[src/rtl/core/awga_pkg.sv]
// Package for the alpha-weighted grid averager.
// Holds widths, accumulator and control structs, and the size clamp.
// Used by every module of the block; depends on nothing.
package awga_pkg;

    localparam int DIM_W     = 11;
    localparam int GRID_W    = 7;
    localparam int CELL_W    = 6;
    localparam int COMP_W    = 16;
    localparam int PROD_W    = 2 * COMP_W;
    localparam int CSUM_W    = 52;
    localparam int ASUM_W    = 36;
    localparam int DEPTH     = 64;
    localparam int ADDR_W    = 6;
    localparam int MAX_DIM   = 1024;
    localparam int MAX_CELLS = 64;
    localparam int DIM_STEPS = DIM_W;
    localparam int QUO_STEPS = COMP_W;
    localparam int CNT_W     = 5;
    localparam int NCOLOR    = 3;

    // Register indexes on the configuration port.
    localparam logic [1:0] REG_WIDTH  = 2'd0;
    localparam logic [1:0] REG_HEIGHT = 2'd1;
    localparam logic [1:0] REG_GRID   = 2'd2;

    // One accumulator entry: three weighted color sums and the alpha sum.
    typedef struct packed {
        logic [CSUM_W-1:0] sr;
        logic [CSUM_W-1:0] sg;
        logic [CSUM_W-1:0] sb;
        logic [ASUM_W-1:0] sa;
    } t_acc;

    // Commands from the controller to the datapath.
    typedef struct packed {
        logic restart;
        logic dim_load;
        logic dim_step;
        logic pix_take;
        logic acc_do;
        logic quo_step;
        logic out_load;
    } t_cmd;

    // Status from the datapath to the controller.
    typedef struct packed {
        logic pix_emit;
        logic out_free;
    } t_sts;

    // A size of zero acts as one, and sizes above the maximum saturate.
    function automatic logic [DIM_W-1:0] clamp_dim(input logic [DIM_W-1:0] v);
        logic [DIM_W-1:0] r;
        r = v;
        if (v == '0) begin
            r = DIM_W'(1);
        end else if (v > DIM_W'(MAX_DIM)) begin
            r = DIM_W'(MAX_DIM);
        end
        return r;
    endfunction

endpackage

[src/rtl/core/awga_ctrl.sv]
// Controller state machine for the alpha-weighted grid averager.
// Sequences cell-size division, accumulation, mean division and output.
// Depends on awga_pkg.
module awga_ctrl (
    input  logic            i_clk,
    input  logic            i_rst_n,
    input  logic            i_cfg_wr,
    input  logic            i_s_tvalid,
    input  awga_pkg::t_sts  i_sts,
    output awga_pkg::t_cmd  o_cmd,
    output logic            o_s_tready
);

    typedef enum logic [2:0] {
        S_DIM,
        S_IDLE,
        S_MUL,
        S_ACC,
        S_QUO,
        S_WAIT
    } t_state;

    t_state                       r_state;
    logic [awga_pkg::CNT_W-1:0]   r_cnt;

    assign o_s_tready = (r_state == S_IDLE);

    // Commands decode from the state and the step counter.
    always_comb begin
        o_cmd          = '0;
        o_cmd.restart  = i_cfg_wr;
        o_cmd.dim_load = (r_state == S_DIM) && (r_cnt == '0);
        o_cmd.dim_step = (r_state == S_DIM) && (r_cnt != '0);
        o_cmd.pix_take = (r_state == S_IDLE) && i_s_tvalid;
        o_cmd.acc_do   = (r_state == S_ACC);
        o_cmd.quo_step = (r_state == S_QUO);
        o_cmd.out_load = (r_state == S_WAIT) && i_sts.out_free;
    end

    // State register and step counter.
    always_ff @(posedge i_clk) begin
        if (!i_rst_n) begin
            r_state <= S_DIM;
            r_cnt   <= '0;
        end else if (i_cfg_wr) begin
            r_state <= S_DIM;
            r_cnt   <= '0;
        end else begin
            unique case (r_state)
                S_DIM: begin
                    if (r_cnt == awga_pkg::CNT_W'(awga_pkg::DIM_STEPS)) begin
                        r_state <= S_IDLE;
                        r_cnt   <= '0;
                    end else begin
                        r_cnt <= r_cnt + 1'b1;
                    end
                end
                S_IDLE: begin
                    if (i_s_tvalid) begin
                        r_state <= S_MUL;
                    end
                end
                S_MUL: begin
                    r_state <= S_ACC;
                end
                S_ACC: begin
                    r_cnt   <= '0;
                    r_state <= i_sts.pix_emit ? S_QUO : S_IDLE;
                end
                S_QUO: begin
                    if (r_cnt == awga_pkg::CNT_W'(awga_pkg::QUO_STEPS - 1)) begin
                        r_state <= S_WAIT;
                        r_cnt   <= '0;
                    end else begin
                        r_cnt <= r_cnt + 1'b1;
                    end
                end
                S_WAIT: begin
                    if (i_sts.out_free) begin
                        r_state <= S_IDLE;
                    end
                end
                default: begin
                    r_state <= S_DIM;
                    r_cnt   <= '0;
                end
            endcase
        end
    end

endmodule

[config.mk]
export PLATFORM = sky130hd
export DESIGN_NAME = awga_ctrl
export DESIGN_NICKNAME = d
export VERILOG_FILES = /design/src/rtl/core/awga_pkg.sv /design/src/rtl/core/awga_ctrl.sv
export SDC_FILE = /design/constraint.sdc
export NUM_CORES = 1
export LEC_CHECK = 0
export ABC_CLOCK_PERIOD_IN_PS = 1500
export BUFFER_PORTS_ARGS = -buffer_cell sky130_fd_sc_hd__buf_2
export CELL_PAD_IN_SITES_DETAIL_PLACEMENT = 1
export CELL_PAD_IN_SITES_GLOBAL_PLACEMENT = 1
export CORE_AREA = 2 2 47 49
export CTS_BUF_LIST = sky130_fd_sc_hd__clkbuf_4
export DETAILED_ROUTE_END_ITERATION = 6
export DIE_AREA = 0 0 49 51
export GPL_TIMING_DRIVEN = 0
export PLACE_DENSITY_LB_ADDON = 0.2
export SLEW_MARGIN = 20
export SYNTH_ARGS = -nofsm -noshare
export SYNTH_HDL_FRONTEND = slang
export SYNTH_SLANG_ARGS = --single-unit
[constraint.sdc]
create_clock -name i_clk -period 1.5 [get_ports i_clk]
set_input_delay 0.075 -clock i_clk [delete_from_list [all_inputs] [get_ports i_clk]]
set_output_delay 0.075 -clock i_clk [all_outputs]
set_load 0.02 [all_outputs]
==> reports/results.ini <==
[detailed_routing]
wl_per_cell_um = 11.9
routed_via_density = 4.65
drt_iter0_markers = 6
ant_nets = 0
drc = 0
dr.pass1.iters = 2
dr_total_vias = 549
wl_um = 1410

[finish]
drive_above_1_share_pct = 45.6
final_nets = 102
layoutNonFillerInstCount = 118
regArea_um2 = 176
nFillCells = 272
final_cell_mix = 11 x nor2_1, 11 x buf_2, 9 x buf_4
antennaDiodeCount = 0
area_growth_pct = 42.7
multiInputGateArea_um2 = 404

[yosys]
netlist_instances = 67
synth_top_cell_area_share_pct = 28.6
ys_top_cells_by_area = dfxtp_1 29%, ha_1 8.9%, nor2_1 7.4%
ys_ff_latch = 8
synth.distinct_cells = 27
syn_area_um2 = 559
syn_area_per_cell_um2 = 8.35
ys_warn_count = 0
ys_seq_area_share_pct = 28.6
yosysTopAreaCell = dfxtp_1
synth_nets = 77

[critical_path]
crit_arrival_ps = 1400
crit_slowest_cell = or3_4
path_depth = 3
r2r-start = r_cnt[1]$_SDFFE_PP0N_
cp_top_family = simple AND/OR/NAND/NOR gates
max_stage_delay_ps = 410
start_kind = flop
required_ps = 1420
path_class = flop to primary output
crit_fanout = 4
cp-startpoint = r_state[0]$_SDFFE_PP0P_
crit_chain = or3_4, and4b_1, buf_6
cp-end-kind = primary output
path_buf_inv = 1
r2r_cells = 8

[grt]
grt.met3_usage_pct = 2.92
grt_pass1_vias = 564
gr-max-usage-layer = met2
grt_pass1_wl_um = 2450
grt_max_degree = 10
grtUsageMet1_pct = 15.7
grt_util_all_layers_pct = 12.9
grt_overflow = 0
antenna_found_initial = 0
grt.met2_usage_pct = 21.9

[clocking]
cts_buffers = 3
clk_pin_slew_worst_paths_ps = 60
cts-hold-fix-buffers = 0
cts.sinks = 8
cts_tree = done
clockBufferDepth = 2
cts_max_level = 1
clkLatencyLatePin_ps = 250
cts_root_buf = clkbuf_4

[worst_hold_path]
hp-start = i_s_tvalid
whs_path_depth = 3
hold_class = primary input to flop

[place]
numPlacedInstances = 108
globalplace.congestion = 0.636
portBuffers = 13
place_hpwl_um = 1010

[power_and_ir_drop]
p_per_area_nw_per_um2 = 544
leakagePower_nw = 0.323
power_mw = 0.434
ir_worst_vdd_v = 0.000218

[floorplanning]
core_area_um2 = 2060
rows = 17
die_area_um2 = 2500
pin_count = 14
die_width_um = 49
start_util_pct = 27.1
die_y_um = 51

[timing]
setup_viol = 0
fmax_mhz = 677
fin_crit_sh_pct = 98.5
worst_slew_pin_slew_ps = 418
slew-limit-headroom_pct = 72.0
clock_skew_ps = 3.77
finalMaxSlewViolations = 0
post-route-min-period_ps = 1480
finalHoldViolCount = 0
final.setup.tns_ps = 0
rsz0062_at_grt = yes

[status]
outcome = complete, no violations

[run]
cap_violations = 0

==> registers in the layout, summed over array words and instances, names as in the netlist <==
register	flops
r_cnt	5
r_state	3
==> path summary, 6_finish.rpt <==
kind / slack (ps) / endpoint
worst max register to register: 60 / r_state[2]$_SDFFE_PP0P_
worst min-delay path: 130 / r_state[0]$_SDFFE_PP0P_
worst min register to register: 500 / r_cnt[4]$_SDFFE_PP0N_
worst max-delay path: 20 / o_cmd[5]
==> cells by family (layout without fill, tap and decap cells) <==
group                      count (synthesis)  after routing  synth area share, %
adders and majority gates                  4              4                 8.95
buffers and inverters                      8             31                 6.04
DFF                                        8              8                 28.6
xor gates and xnor gates                   2              2                 3.13
AOI/OAI and AO/OA                         12             12                 18.3
muxes                                      1              1                 1.79
and+or+nand+nor                           32             32                 33.1
==> tightest hold or removal path, stage by stage <==
cell and delay, ps:
buf_2 100, and2_4 140, a2111oi_2 30
==> layout make-up <==
type / instances / share of cell area (%)
plain buffers: 1 / 0.940
flip-flops and latches: 8 / 22.1
well taps: 28 / 4.39
inverters: 7 / 3.29
repair buffers: 20 / 15.8
multi-input cells: 51 / 50.6
clock buffers: 3 / 2.82
==> synthesized netlist by cell type <==
master / count
nor3b_4: 1
a22oi_1: 3
a2111oi_0: 1
or3_4: 1
a21oi_1: 3
mux2i_1: 1
o21ai_1: 1
nor4_1: 1
nor3_1: 2
and2_1: 1
nor2_1: 11
xor2_1: 1
nor2b_1: 2
nand3_1: 2
a31oi_1: 1
dfxtp_1: 8
nand2_1: 4
buf_4: 1
and4bb_2: 1
ha_1: 4
xnor2_1: 1
a31oi_2: 1
o2bb2ai_4: 1
and4b_1: 1
inv_1: 7
nand2b_1: 5
o21ai_0: 1
==> power by group <==
group          switching, mW  internal, mW
logic                 0.0263        0.0250
clock network         0.0785        0.0920
registers            0.00292         0.210
==> through the flow <==
step / hold slack, ps / cell area, um^2 / util (%) / setup slack [ps]
global placement: 386 / 659 / 32.0 / -105
CTS: 128 / 773 / 37.5 / 8.43
finish: 130 / 798 / 38.7 / 22.4
global route: 134 / 798 / 38.7 / -20.8
detailed placement: 401 / 659 / 32.0 / -125
floorplan: 260 / 559 / - / 48.0
==> what timing repair did <==
item                       4_1_cts  5_1_grt
setup buffers                    6        1
gates cloned                     0        0
resized for setup               15        6
pin swaps                        1        1
setup endpoints to repair        9        8
==> metal layers <==
metal  part of all wire, %  routed length, um  up-vias
met1                    46                648      264
met5                     0                  0        -
li1                      -                  -      276
met3                   3.3                 46        2
met2                    50                706        7
met4                  0.57                  8        0
Note: power is estimated with default switching activity, not from simulation.
